## src/mqsb_pkg.sv

```systemverilog
// shared constants, types and helpers for the multi-queue shared buffer
package mqsb_pkg;

    localparam int SLOTS   = 16;
    localparam int QUEUES  = 4;
    localparam int SLOT_W  = $clog2(SLOTS);
    localparam int LINK_W  = SLOT_W + 1;
    localparam int QSEL_W  = 2;
    localparam int DATA_W  = 32;
    localparam int STAT_W  = 2;

    typedef logic [SLOT_W-1:0] t_slot;
    typedef logic [LINK_W-1:0] t_link;
    typedef logic [QSEL_W-1:0] t_qsel;
    typedef logic [DATA_W-1:0] t_data;
    typedef logic [STAT_W-1:0] t_status;

    localparam t_link   LINK_NONE    = LINK_W'(SLOTS);
    localparam logic    OP_ENQ       = 1'b0;
    localparam logic    OP_DEQ       = 1'b1;
    localparam t_status ST_OK        = 2'd0;
    localparam t_status ST_OVERFLOW  = 2'd1;
    localparam t_status ST_UNDERFLOW = 2'd2;

    typedef struct packed {
        logic  link_we;
        logic  data_we;
        t_slot wr_addr;
        t_link wr_link;
        t_data wr_data;
        logic  rd_en;
        t_slot rd_addr;
    } t_store_req;

    function automatic logic is_slot(input t_link x);
        is_slot = (x < LINK_NONE);
    endfunction

endpackage

```

## src/mqsb_in_if.sv

```systemverilog
// input channel: operation beat with valid/ready handshake
interface mqsb_in_if;
    logic                  valid;
    logic                  ready;
    logic                  op;
    mqsb_pkg::t_qsel       queue_sel;
    logic signed [31:0]    push_data;

    modport source (output valid, op, queue_sel, push_data, input ready);
    modport sink   (input valid, op, queue_sel, push_data, output ready);
endinterface

```

## src/mqsb_out_if.sv

```systemverilog
// output channel: result beat with valid/ready handshake
interface mqsb_out_if;
    logic                  valid;
    logic                  ready;
    logic signed [31:0]    pop_data;
    mqsb_pkg::t_status     status;

    modport source (output valid, pop_data, status, input ready);
    modport sink   (input valid, pop_data, status, output ready);
endinterface

```

## src/mqsb_store.sv

```systemverilog
// slot store: data and next-link arrays with registered read
module mqsb_store (
    input  logic                 i_clk,
    input  logic                 i_rst_n,
    input  mqsb_pkg::t_store_req i_req,
    output mqsb_pkg::t_link      o_rd_link,
    output mqsb_pkg::t_data      o_rd_data
);

    mqsb_pkg::t_link r_link [mqsb_pkg::SLOTS];
    mqsb_pkg::t_data r_data [mqsb_pkg::SLOTS];
    mqsb_pkg::t_link r_rd_link;
    mqsb_pkg::t_data r_rd_data;

    // reset chains every slot into the free list
    always_ff @(posedge i_clk) begin
        if (!i_rst_n) begin
            for (int i = 0; i < mqsb_pkg::SLOTS; i++) begin
                r_link[i] <= mqsb_pkg::LINK_W'(i + 1);
            end
        end else if (i_req.link_we) begin
            r_link[i_req.wr_addr] <= i_req.wr_link;
        end
    end

    always_ff @(posedge i_clk) begin
        if (i_req.data_we) begin
            r_data[i_req.wr_addr] <= i_req.wr_data;
        end
        if (i_req.rd_en) begin
            r_rd_link <= r_link[i_req.rd_addr];
            r_rd_data <= r_data[i_req.rd_addr];
        end
    end

    assign o_rd_link = r_rd_link;
    assign o_rd_data = r_rd_data;

endmodule

```

## src/multi_queue_shared_buffer.sv

```systemverilog
// top level: several fifo queues sharing one linked slot store with a free list
//
// i_in carries one operation per beat: op (enqueue or dequeue), queue_sel and
// push_data. o_out returns exactly one beat per operation: pop_data and status
// (ok, overflow on enqueue with no free slot, underflow on empty dequeue).
// an operation is taken when valid and ready are both high; ready is high only
// while the sequencer is idle. each operation runs a read state (slot link and
// data read from the store; tail link, tail and empty-queue head written) and a
// write state (dequeued head, free-list head and slot updated, result loaded into
// the output register). the sequencer takes a new operation only after the
// write state returns it to idle, so operations never overlap.
// the output register holds its beat while the receiver stalls; a finished
// operation then waits in its write state until the register is free.
// reset chains all slots into the free list and empties all queues at once,
// with no clearing pass; the block is ready as soon as reset is released.
module multi_queue_shared_buffer (
    input  logic       i_clk,
    input  logic       i_rst_n,
    mqsb_in_if.sink    i_in,
    mqsb_out_if.source o_out
);

    typedef enum logic [1:0] {
        S_IDLE,
        S_READ,
        S_WRITE
    } t_state;

    t_state                r_state;
    logic                  r_op;
    mqsb_pkg::t_qsel       r_q;
    mqsb_pkg::t_data       r_push;
    logic                  r_err;
    mqsb_pkg::t_slot       r_slot;
    mqsb_pkg::t_link       r_free_head;
    mqsb_pkg::t_link       r_qhead [mqsb_pkg::QUEUES];
    mqsb_pkg::t_slot       r_qtail [mqsb_pkg::QUEUES];
    logic                  r_out_valid;
    mqsb_pkg::t_data       r_pop;
    mqsb_pkg::t_status     r_status;

    mqsb_pkg::t_store_req  s_req;
    mqsb_pkg::t_link       s_rd_link;
    mqsb_pkg::t_data       s_rd_data;
    logic                  s_q_ok;
    logic                  s_err;
    logic                  s_head_valid;
    logic                  s_advance;

    assign s_q_ok       = (int'(r_q) < mqsb_pkg::QUEUES);
    assign s_head_valid = mqsb_pkg::is_slot(r_qhead[r_q]);
    assign s_err        = (r_op == mqsb_pkg::OP_ENQ)
                        ? (!s_q_ok || !mqsb_pkg::is_slot(r_free_head))
                        : (!s_q_ok || !s_head_valid);
    assign s_advance    = (r_state == S_WRITE) && (!r_out_valid || o_out.ready);

    always_comb begin
        s_req = '0;
        case (r_state)
            S_READ: begin
                s_req.rd_en   = 1'b1;
                s_req.rd_addr = (r_op == mqsb_pkg::OP_ENQ)
                              ? r_free_head[mqsb_pkg::SLOT_W-1:0]
                              : r_qhead[r_q][mqsb_pkg::SLOT_W-1:0];
                // append the free slot behind the current tail
                if (!s_err && r_op == mqsb_pkg::OP_ENQ && s_head_valid) begin
                    s_req.link_we = 1'b1;
                    s_req.wr_addr = r_qtail[r_q];
                    s_req.wr_link = r_free_head;
                end
            end
            S_WRITE: begin
                if (s_advance && !r_err) begin
                    s_req.link_we = 1'b1;
                    s_req.wr_addr = r_slot;
                    if (r_op == mqsb_pkg::OP_ENQ) begin
                        s_req.data_we = 1'b1;
                        s_req.wr_data = r_push;
                        s_req.wr_link = mqsb_pkg::LINK_NONE;
                    end else begin
                        s_req.wr_link = r_free_head;
                    end
                end
            end
            default: begin
                s_req = '0;
            end
        endcase
    end

    mqsb_store u_store (
        .i_clk     (i_clk),
        .i_rst_n   (i_rst_n),
        .i_req     (s_req),
        .o_rd_link (s_rd_link),
        .o_rd_data (s_rd_data)
    );

    always_ff @(posedge i_clk) begin
        if (!i_rst_n) begin
            r_state     <= S_IDLE;
            r_free_head <= '0;
            r_out_valid <= 1'b0;
            for (int i = 0; i < mqsb_pkg::QUEUES; i++) begin
                r_qhead[i] <= mqsb_pkg::LINK_NONE;
            end
        end else begin
            if (r_out_valid && o_out.ready && !s_advance) begin
                r_out_valid <= 1'b0;
            end
            case (r_state)
                S_IDLE: begin
                    if (i_in.valid) begin
                        r_op    <= i_in.op;
                        r_q     <= i_in.queue_sel;
                        r_push  <= i_in.push_data;
                        r_state <= S_READ;
                    end
                end
                S_READ: begin
                    r_err  <= s_err;
                    r_slot <= s_req.rd_addr;
                    if (!s_err && r_op == mqsb_pkg::OP_ENQ && !s_head_valid) begin
                        r_qhead[r_q] <= {1'b0, r_free_head[mqsb_pkg::SLOT_W-1:0]};
                    end
                    if (!s_err && r_op == mqsb_pkg::OP_ENQ) begin
                        r_qtail[r_q] <= r_free_head[mqsb_pkg::SLOT_W-1:0];
                    end
                    r_state <= S_WRITE;
                end
                S_WRITE: begin
                    if (s_advance) begin
                        r_out_valid <= 1'b1;
                        r_pop       <= '0;
                        if (r_err) begin
                            r_status <= (r_op == mqsb_pkg::OP_ENQ)
                                      ? mqsb_pkg::ST_OVERFLOW : mqsb_pkg::ST_UNDERFLOW;
                        end else begin
                            r_status <= mqsb_pkg::ST_OK;
                            if (r_op == mqsb_pkg::OP_ENQ) begin
                                r_free_head <= mqsb_pkg::is_slot(s_rd_link)
                                             ? s_rd_link : mqsb_pkg::LINK_NONE;
                            end else begin
                                r_qhead[r_q] <= mqsb_pkg::is_slot(s_rd_link)
                                              ? s_rd_link : mqsb_pkg::LINK_NONE;
                                r_free_head  <= {1'b0, r_slot};
                                r_pop        <= s_rd_data;
                            end
                        end
                        r_state <= S_IDLE;
                    end
                end
                default: begin
                    r_state <= S_IDLE;
                end
            endcase
        end
    end

    assign i_in.ready     = (r_state == S_IDLE);
    assign o_out.valid    = r_out_valid;
    assign o_out.pop_data = r_pop;
    assign o_out.status   = r_status;

endmodule

```

## src/flat_wrapper.sv

```systemverilog
// flat-port wrapper written by rule: the top's interface ports become plain ports
module multi_queue_shared_buffer_flat 
  (i_clk, i_rst_n, i_in_valid, i_in_op, i_in_queue_sel, i_in_push_data, i_in_ready, o_out_valid, o_out_pop_data, o_out_status, o_out_ready);
  mqsb_in_if i_in_i ();
  mqsb_out_if o_out_i ();
  input  logic i_clk;
  input  logic i_rst_n;
  input wire logic [$bits(i_in_i.valid)-1:0] i_in_valid;
  input wire logic [$bits(i_in_i.op)-1:0] i_in_op;
  input wire logic [$bits(i_in_i.queue_sel)-1:0] i_in_queue_sel;
  input wire logic [$bits(i_in_i.push_data)-1:0] i_in_push_data;
  output wire logic [$bits(i_in_i.ready)-1:0] i_in_ready;
  output wire logic [$bits(o_out_i.valid)-1:0] o_out_valid;
  output wire logic [$bits(o_out_i.pop_data)-1:0] o_out_pop_data;
  output wire logic [$bits(o_out_i.status)-1:0] o_out_status;
  input wire logic [$bits(o_out_i.ready)-1:0] o_out_ready;
  assign i_in_i.valid = i_in_valid;
  assign i_in_i.op = i_in_op;
  assign i_in_i.queue_sel = i_in_queue_sel;
  assign i_in_i.push_data = i_in_push_data;
  assign i_in_ready = i_in_i.ready;
  assign o_out_valid = o_out_i.valid;
  assign o_out_pop_data = o_out_i.pop_data;
  assign o_out_status = o_out_i.status;
  assign o_out_i.ready = o_out_ready;
  multi_queue_shared_buffer u_core (.i_clk(i_clk), .i_rst_n(i_rst_n), .i_in(i_in_i), .o_out(o_out_i));
endmodule
```

## config.mk

```make
export PLATFORM = sky130hd
export DESIGN_NAME = multi_queue_shared_buffer_flat
export DESIGN_NICKNAME = d
export VERILOG_FILES = /design/src/mqsb_pkg.sv /design/src/mqsb_in_if.sv /design/src/mqsb_out_if.sv /design/src/mqsb_store.sv /design/src/multi_queue_shared_buffer.sv /design/src/flat_wrapper.sv
export SDC_FILE = /design/constraint.sdc
export NUM_CORES = 1
export LEC_CHECK = 0
export BUFFER_PORTS_ARGS = -buffer_cell sky130_fd_sc_hd__buf_2
export CAP_MARGIN = 0
export CORE_ASPECT_RATIO = 0.75
export CORE_MARGIN = 2
export CORE_UTILIZATION = 37
export DETAILED_ROUTE_END_ITERATION = 10
export PLACE_DENSITY = 0.52
export SLEW_MARGIN = 20
export SYNTH_ARGS = -nofsm -noshare
export SYNTH_HDL_FRONTEND = slang
export SYNTH_SLANG_ARGS = --single-unit
```

## constraint.sdc

```tcl
create_clock -name i_clk -period 7.5 [get_ports i_clk]
set_clock_uncertainty 0.15 [all_clocks]
set_input_delay 0.75 -clock i_clk [delete_from_list [all_inputs] [get_ports i_clk]]
set_output_delay 0.75 -clock i_clk [all_outputs]
set_load 0.05 [all_outputs]
```

# [Yosys cells after proc, flatten, opt, wreduce, memory -nomap -nowiden]
# Memory sizes are Yosys's and may differ from the RTL's. A register that Yosys moved wholly into a read port is not among the register bits.
# Cells that the tools add are included.
[op_classes] mux=51 n_bitwise=3 n_eq_ne=4 n_reduce_logical=23 n_lt_le_gt_ge=3
[op_table] cell="$mux W32" count=2
[op_table] cell="$mux W43" count=1
[op_table] cell="$mux W5" count=7
[op_table] cell="$mux W1" count=29
[op_table] cell="$pmux W9 S2" count=1
[op_table] cell="$lt A5 B5 Y1 const B" count=3
[op_table] cell="$mux W2" count=6
[op_table] cell="$reduce_or A5 Y1" count=2
[op_table] cell="$mux W9" count=1
[op_table] cell="$reduce_and A3 Y1" count=3
[op_table] cell="$mux W4" count=2
[op_table] cell="$logic_and A1 B1 Y1" count=7
[op_table] cell="$logic_not A1 Y1" count=6
[op_table] cell="$pmux W2 S3" count=1
[op_table] cell="$reduce_and A2 Y1" count=2
[op_table] cell="$eq A2 B1 Y1 const B" count=1
[op_table] cell="$eq A2 B2 Y1 const B" count=1
[op_table] cell="$logic_not A2 Y1" count=1
[op_table] cell="$ne A2 B1 Y1 const B" count=1
[op_table] cell="$ne A2 B2 Y1 const B" count=1
[op_table] cell="$not A1 Y1" count=2
[op_table] cell="$pmux W1 S2" count=1
[op_table] cell="$reduce_or A2 Y1" count=1
[op_table] cell="$logic_or A1 B1 Y1" count=1
[op_table] cell="$or A1 B1 Y1" count=1
[word_totals] wordCells=98 ram_bits=628 memories=4 register_bits=82 inputBits=39 out_inout_bits=36
[mem_list] memory="u_core.u_store.r_data" depth=16 word_bits=32 read_ports=1 rd_clocked_by_memory_dff=1 wr=1 line="mqsb_store.sv:11" text="mqsb_pkg::t_data r_data [mqsb_pkg::SLOTS];"
[mem_list] memory="u_core.u_store.r_link" depth=16 word_bits=5 read_ports=1 rd_clocked_by_memory_dff=1 wr=16 line="mqsb_store.sv:10" text="mqsb_pkg::t_link r_link [mqsb_pkg::SLOTS];"
[mem_list] memory="u_core.r_qhead" depth=4 word_bits=5 read_ports=1 rd_clocked_by_memory_dff=1 wr=4 line="multi_queue_shared_buffer.sv:36" text="mqsb_pkg::t_link r_qhead [mqsb_pkg::QUEUES];"
[mem_list] memory="u_core.r_qtail" depth=4 word_bits=4 read_ports=1 rd_clocked_by_memory_dff=1 wr=1 line="multi_queue_shared_buffer.sv:37" text="mqsb_pkg::t_slot r_qtail [mqsb_pkg::QUEUES];"

# [Depth between registers and ports, before layout]
# Gate-level depths: netlist of the first run.
[logic_depth] depth_word=13 ltp_mapped=12 mapped_depth_nobuf=9

# [Cells and area by module]
# Synthesis of the first run repeated with hierarchy kept, for this count alone.
[unflattened] cells_unflattened=1427 hier_area_um2=29064.1
[modules_own_cells] mod="mqsb_store" cells_each=1098 area_each_um2=24053.1 n_inst=1
[modules_own_cells] mod="multi_queue_shared_buffer" cells_each=329 area_each_um2=5011.1 n_inst=1

# [Worst setup path after synthesis of the first run]
# No wires, ideal clock.
[synth_timing] path_type="in2reg" start="input port i_rst_n" end="memory u_core.r_qhead[0][0] (netlist name), enable pin" path_stages=8 setup_ps=313 t_arrival_ps=4801 setup_slack_ps=2236 required_time_ps=7037 cell_sequence="clkbuf_1 clkinv_1 nor3_1 and2_1 buf_2 a31oi_1 or3_1 nand2_1"
[synth_rtl] item="from (decl)" line="flat_wrapper.sv:7" text="input logic i_rst_n;"
[synth_rtl] item="to (decl)" line="multi_queue_shared_buffer.sv:36"

# [Final worst setup path of the first run]
[layout_timing] start="register u_core.r_state[1]" end="register u_core.u_store.r_rd_data[6], in the netlist u_core.u_store.o_rd_data[6], read port of u_core.u_store.r_data (data pin)"
[layout_via] elab_chain_len=2
[layout_rtl] item="from (decl)" line="multi_queue_shared_buffer.sv:29" text="t_state r_state;"
[layout_rtl] item="from (signal assigned)" line="multi_queue_shared_buffer.sv:101" text="r_state <= S_IDLE;"
[layout_rtl] item="from (signal assigned)" line="multi_queue_shared_buffer.sv:117" text="r_state <= S_READ;"
[layout_rtl] item="from (signal assigned)" line="multi_queue_shared_buffer.sv:129" text="r_state <= S_WRITE;"
[layout_rtl] item="$eq A2 B1 Y1" line="multi_queue_shared_buffer.sv:59" text="case (r_state)"
[layout_rtl] item="$mux W5" line="multi_queue_shared_buffer.sv:59"
[layout_rtl] item="to (decl)" line="mqsb_store.sv:13" text="mqsb_pkg::t_data r_rd_data;"
# No other way between the ends.
# A chain may end at the register's enable or synchronous reset.

==> metrics.txt, run 1 <==
Net count, final 1,987; first-pass GRT wire length 109 mm; violations in the final reports DRC; Final HPWL DP 40.1 mm; total of warnings raised by yosys 0; overall die width 330 um; deepest clock path buffer count 3; GRT Resource Usage Total 0.180; core area 0.0788 sq mm; final core utilization 0.425; routed wire length per instance 24.4 um; transition time at the pin with the least slew margin 1040 ps; number of buffers inserted for hold repair after clock tree synthesis 0; number of setup violations in the final report 0; first drt pass iteration count 8; maximum level of the CTS H-tree 3; Synth area leader sky130_fd_sc_hd__edfxtp_1; most frequent cells in the layout sky130_fd_sc_hd__edfxtp_1, sky130_fd_sc_hd__nand2_1, sky130_fd_sc_hd__mux2i_1; number of global-route vias before repair 16,400; number of buffer and inverter instances along the worst setup path 4; clock latency of the later-clocked register in the worst-skew pair 620 ps; max-slew violation total from the final report 0; number of synthesized register bits 749; buffers added on ports 74; ys flop type sky130_fd_sc_hd__edfxtp_1; FMAX 203 MHz; number of enable-type register cells in the synthesized netlist 739; path category of the worst min-delay check input port to flop; vias per std cell 5.38; number of max-capacitance violations reported 0; post-layout minimum cycle time 4930 ps; per-instance average area after synthesis 15.8 sq um; clock net sink count 749; post-synthesis instance total 1,867; Seq/Total Area, Yosys 0.759; root cell of the clock tree sky130_fd_sc_hd__clkbuf_16; most common library cell in the layout ignoring fill and taps sky130_fd_sc_hd__edfxtp_1; netlist area before placement 0.0295 sq mm; global route overflow 0; dominant delay contributor by cell family on the critical path buffers and inverters; result of the run finished, violations left; initial standard-cell utilization of the core 0.374; cts bufs inserted 76; largest net degree at the start of global routing 120; Post-Place Setup Slack 2550 ps; post-detailed-route DRC marker count 6; share of cells above drive strength 1 0.131; count of routing violations after the opening detailed-route iteration 1,701; placed instance area 0.0311 sq mm; crit path setup slack, layout 2570 ps; area of the die 0.0821 sq mm; required arrival time at the worst endpoint 7700 ps; number of fillers in the final layout 7,085; Static Leakage 11.6 nW; number of setup buffers added after CTS 0; antenna violations before repair 2; share of async-settable or async-resettable flops after synthesis 0; power per cell area 258 mW/mm^2; fraction of post-synthesis cell area in the top cell type by area 0.752; final worst path period share 0.657; Resized Gates After CTS 0; main area contributors after synthesis sky130_fd_sc_hd__edfxtp_1, sky130_fd_sc_hd__mux2i_1, sky130_fd_sc_hd__nand2_1; Final Wtd Congestion 0.781; Ant. Diodes 0; Via Count 16,400; remaining max-slew budget at the tightest pin 0.307; worst path cell trace inv_1, ha_4, buf_4, nand3_1, o221a_4, inv_8, buf_4, mux2i_1, o22ai_1, or4_1; worst-case vdd ir drop 0.000148 V; Worst setup EP type flop; std cell rows 89; antenna-violating nets left 0; signal arrival time at the worst endpoint 5130 ps; post-route cell area 0.0335 sq mm; cell mode on critical path sky130_fd_sc_hd__buf_4; number of distinct standard cells referenced by the synthesized netlist 58; number of top-level pins 75; clock transition at the registers of the reported paths 60 ps; critical-path cell with the highest stage delay sky130_fd_sc_hd__inv_8; type of the worst setup path flop to flop; Worst Setup Start Kind flop; CP max stage delay 750 ps; die outline height 249 um; number of nets produced by synthesis 1,909; setup repair after global routing missed its margin false; signed area change from the synthesized netlist to the final layout 13.6%; highest net fanout along the worst path 119; Setup Total Neg Slack 0 ps; Total Wirelength 74.3 mm; number of endpoints with negative hold slack in the final report 0; TritonCTS clock tree built
==> state kept, by name (all words and copies together), names as in the netlist, 2 cells and up, named ones only <==
signal and count:
u_core.u_store.r_data 512, u_core.u_store.r_link 80, u_core.o_out.pop_data 32, u_core.r_push 32, u_core.u_store.o_rd_data 32, u_core.r_qhead 20
u_core.r_qtail 16, u_core.r_free_head 5, u_core.u_store.o_rd_link 5, u_core.r_slot 4, u_core.o_out.status 2, u_core.r_q 2
u_core.r_state 2
==> Yosys cell counts (6+ instances only) <==
cell,instances
sky130_fd_sc_hd__and3_1,40
sky130_fd_sc_hd__nand2_1,229
sky130_fd_sc_hd__o21ai_0,6
sky130_fd_sc_hd__a311oi_1,34
sky130_fd_sc_hd__nor3_1,7
sky130_fd_sc_hd__buf_2,38
sky130_fd_sc_hd__edfxtp_1,739
sky130_fd_sc_hd__nand2b_1,25
sky130_fd_sc_hd__a221oi_1,40
sky130_fd_sc_hd__a21oi_1,47
sky130_fd_sc_hd__mux2i_1,203
sky130_fd_sc_hd__and2_1,71
sky130_fd_sc_hd__dfxtp_1,10
sky130_fd_sc_hd__nor2b_1,11
sky130_fd_sc_hd__inv_1,10
sky130_fd_sc_hd__nor2_1,87
sky130_fd_sc_hd__o22ai_1,72
sky130_fd_sc_hd__nand3_1,18
sky130_fd_sc_hd__or4_1,38
sky130_fd_sc_hd__clkbuf_1,59
==> path summary, 6_finish.rpt <==
| kind | cells after the start | end | from | slack (ps) |
|---|---|---|---|---|
| setup / recovery | 10 | u_core.u_store.o_rd_data[6] | u_core.r_state[1] | 2570 |
| hold / removal | 1 | u_core.r_push[17] | i_in_push_data[17] | 150 |
| setup reg to reg | 10 | u_core.u_store.o_rd_data[6] | u_core.r_state[1] | 2570 |
| hold reg to reg | 1 | u_core.o_out.pop_data[10] | u_core.u_store.o_rd_data[10] | 380 |
==> metrics by stage <==
| step | std cells | total power [mW] | hold slack [ps] |
|---|---|---|---|
| after CTS | 3050 | 8.72 | 114 |
| after floorplan | 1867 | 4.93 | 308 |
| after global routing | 3050 | 8.90 | 119 |
| after detailed placement | 2913 | 5.05 | 369 |
| after global placement | 2913 | 5.05 | 374 |
| final | 3050 | 8.63 | 154 |
==> kinds of logic (layout without fill, tap and decap cells) <==
kind of cell / after synthesis / count (layout) / share of synthesized area
AOI/OAI and AO/OA: 228 / 228 / 0.0547
adders and majority gates: 3 / 3 / 0.00127
buffers and inverters: 122 / 259 / 0.0186
DFF: 749 / 749 / 0.759
muxes: 214 / 214 / 0.0752
and+or+nand+nor: 551 / 551 / 0.0914
==> power breakdown <==
part | switching [mW] | internal, mW
Clock | 1.59 | 2.08
Combinational | 0.216 | 0.0988
Sequential | 0.0288 | 4.62
==> cell type report <==
type                       count  area [sq um]  area share
clock buffer                  92          2000      0.0598
clock inverter                45           368      0.0110
inverter                      13          58.8     0.00175
multi-input combinational    996          6740       0.201
sequential                   749         22400       0.668
tap                         1046          1310      0.0391
timing repair buffer         109           646      0.0193
==> routing by layer <==
metal | vias to the layer above | share of wire | GRT usage
met1 | 8355 | 0.48 | 0.275
met2 | 581 | 0.43 | 0.261
met4 | 0 | 0.025 | 0.0504
met3 | 113 | 0.067 | 0.0351
met5 | - | 0 | 0
li1 | 7353 | - | -
(Power assumes the default switching activity.)
==> run 2: changes to the inputs <==
PLACE_DENSITY = 0.54   (was 0.52)
clock period = 4.3 ns   (was 7.5 ns; I/O delays follow)
==> metrics.txt, run 2 (synthesis gave the netlist of run 1 again) <==
result of the run finished, violations left; violations in the final reports DRC; endpoint of the worst register-to-register path u_core.u_store.r_link[9][3]; final core utilization 0.437; number of max-capacitance violations reported 0; antenna-violating nets left 0; setup repair after global routing missed its margin false; registers with the most flip-flops u_core.u_store.r_data (512), u_core.u_store.r_link (80); type of the worst setup path flop to flop; post-route cell area 0.0345 sq mm; highest net fanout along the worst path 11; overall die width 330 um; Worst setup EP type flop; Static Leakage 12.0 nW; root cell of the clock tree sky130_fd_sc_hd__clkbuf_16; FMAX 264 MHz; number of fillers in the final layout 6,950; vias per std cell 5.30; GRT Resource Usage Total 0.175; Net count, final 2,041; Final Wtd Congestion 0.830; clock transition at the registers of the reported paths 60 ps; critical-path cell with the highest stage delay sky130_fd_sc_hd__dfxtp_1; hold-critical path endpoint u_core.o_out.valid; FF-to-FF path depth 6; number of flip-flops under the largest register name 512; post-detailed-route DRC marker count 10; required arrival time at the worst endpoint 4460 ps; die outline height 249 um; std cell rows 89; antenna violations before repair 4; share of cells above drive strength 1 0.139; TritonCTS clock tree built; max-slew violation total from the final report 0; post-route worst hold slack 64.1 ps; final std cells w/o fill 3,107; transition time at the pin with the least slew margin 950 ps; HP Start i_rst_n; first-pass GRT wire length 107 mm; number of endpoints with negative hold slack in the final report 0; clock latency of the later-clocked register in the worst-skew pair 630 ps; Register-to-Register Setup Slack 520 ps; buffers added on ports 74; clock net sink count 749; maximum level of the CTS H-tree 3; power per cell area 446 mW/mm^2; first drt pass iteration count 10; most frequent cells in the layout sky130_fd_sc_hd__edfxtp_1, sky130_fd_sc_hd__nand2_1, sky130_fd_sc_hd__mux2i_1; placed instance area 0.0316 sq mm; number of global-route vias before repair 16,400; number of setup buffers added after CTS 0; path category of the worst min-delay check input port to flop; signal arrival time at the worst endpoint 3940 ps; CP max stage delay 670 ps; global route overflow 0; Via Count 16,500; number of top-level pins 75; remaining max-slew budget at the tightest pin 0.367; post-layout minimum cycle time 3780 ps; final worst path period share 0.880; core area 0.0788 sq mm; worst-case vdd ir drop 0.000254 V; Final HPWL DP 40.7 mm; routed wire length per instance 23.1 um; Worst Setup Start Kind flop; count of routing violations after the opening detailed-route iteration 1,662; cts bufs inserted 77; deepest clock path buffer count 3; number of setup violations in the final report 0; initial standard-cell utilization of the core 0.374; count of placed standard cells including taps 2,929; signed area change from the synthesized netlist to the final layout 16.8%; Top reg by flops u_core.u_store.r_data; worst path cell trace mux4_2, nor2_1, a22o_1, nand3_1, nand2b_1, nand2_1; Total Wirelength 71.8 mm; area of the die 0.0821 sq mm; most common library cell in the layout ignoring fill and taps sky130_fd_sc_hd__edfxtp_1; largest net degree at the start of global routing 114; Worst Hold Depth 3
-- run 2: through the flow --
step                      setup TNS, ps  setup slack [ps]  power (mW)
after floorplan                  -80580              -394        8.60
after global placement                0               662        8.81
after detailed placement              0               538        8.81
after CTS                             0               519        15.5
after global routing                  0               293        15.9
final                                 0               516        15.4
-- run 2: cell type report --
class / count / area [sq um] / share of cell area
well taps: 1046 / 1310 / 0.0380
flip-flops and latches: 749 / 22400 / 0.650
clock buffers: 97 / 2060 / 0.0599
repair buffers: 162 / 1440 / 0.0417
multi-input cells: 996 / 6740 / 0.196
inverters: 13 / 58.8 / 0.00171
clock inverters: 43 / 452 / 0.0131
diodes: 1 / 2.50 / 0.0000726
-- run 2: worst max path at each step --
| stage | startpoint | slack, ps | cells after the start | endpoint |
|---|---|---|---|---|
| 2_1_floorplan | u_core.r_state[1] | -390 | 8 | u_core.u_store.r_data[10][0] |
| 3_3_place_gp | flop | 660 | 6 | u_core.u_store.r_link[9][1] |
| 3_5_place_dp | flop | 540 | 6 | u_core.u_store.r_link[9][1] |
| 4_1_cts | flop | 520 | 6 | u_core.u_store.r_link[9][3] |
| 5_1_grt | flop | 290 | 6 | u_core.u_store.r_link[9][3] |
| 6_report | flop | 520 | 6 | u_core.u_store.r_link[9][3] |
-- run 2: worst max-delay path, delay by kind of cell (launching register included) --
kind	cells	cell delay (ps)
AOI/OAI and AO/OA	1	420
DFF	1	670
muxes	1	670
and+or+nand+nor	4	1550
-- run 2: repair_timing --
action                                  in CTS  in global routing
resized for setup                            0                  0
endpoints found under the setup margin       0                  0
hold endpoints to repair                    39                  0
hold buffers                                37                  0
-- run 2: layer usage --
layer	track usage	wire length [um]	up-vias
met3	0.0314	5060	97
met5	0	0	-
met4	0.0491	1340	0
met2	0.256	31100	543
li1	-	-	7467
met1	0.266	34200	8353
-- run 2: where the power goes --
group / internal (mW) / switching, mW / total, mW
Combinational: 0.209 / 0.366 / 0.575
Clock: 3.95 / 2.76 / 6.70
Sequential: 8.06 / 0.0509 / 8.11
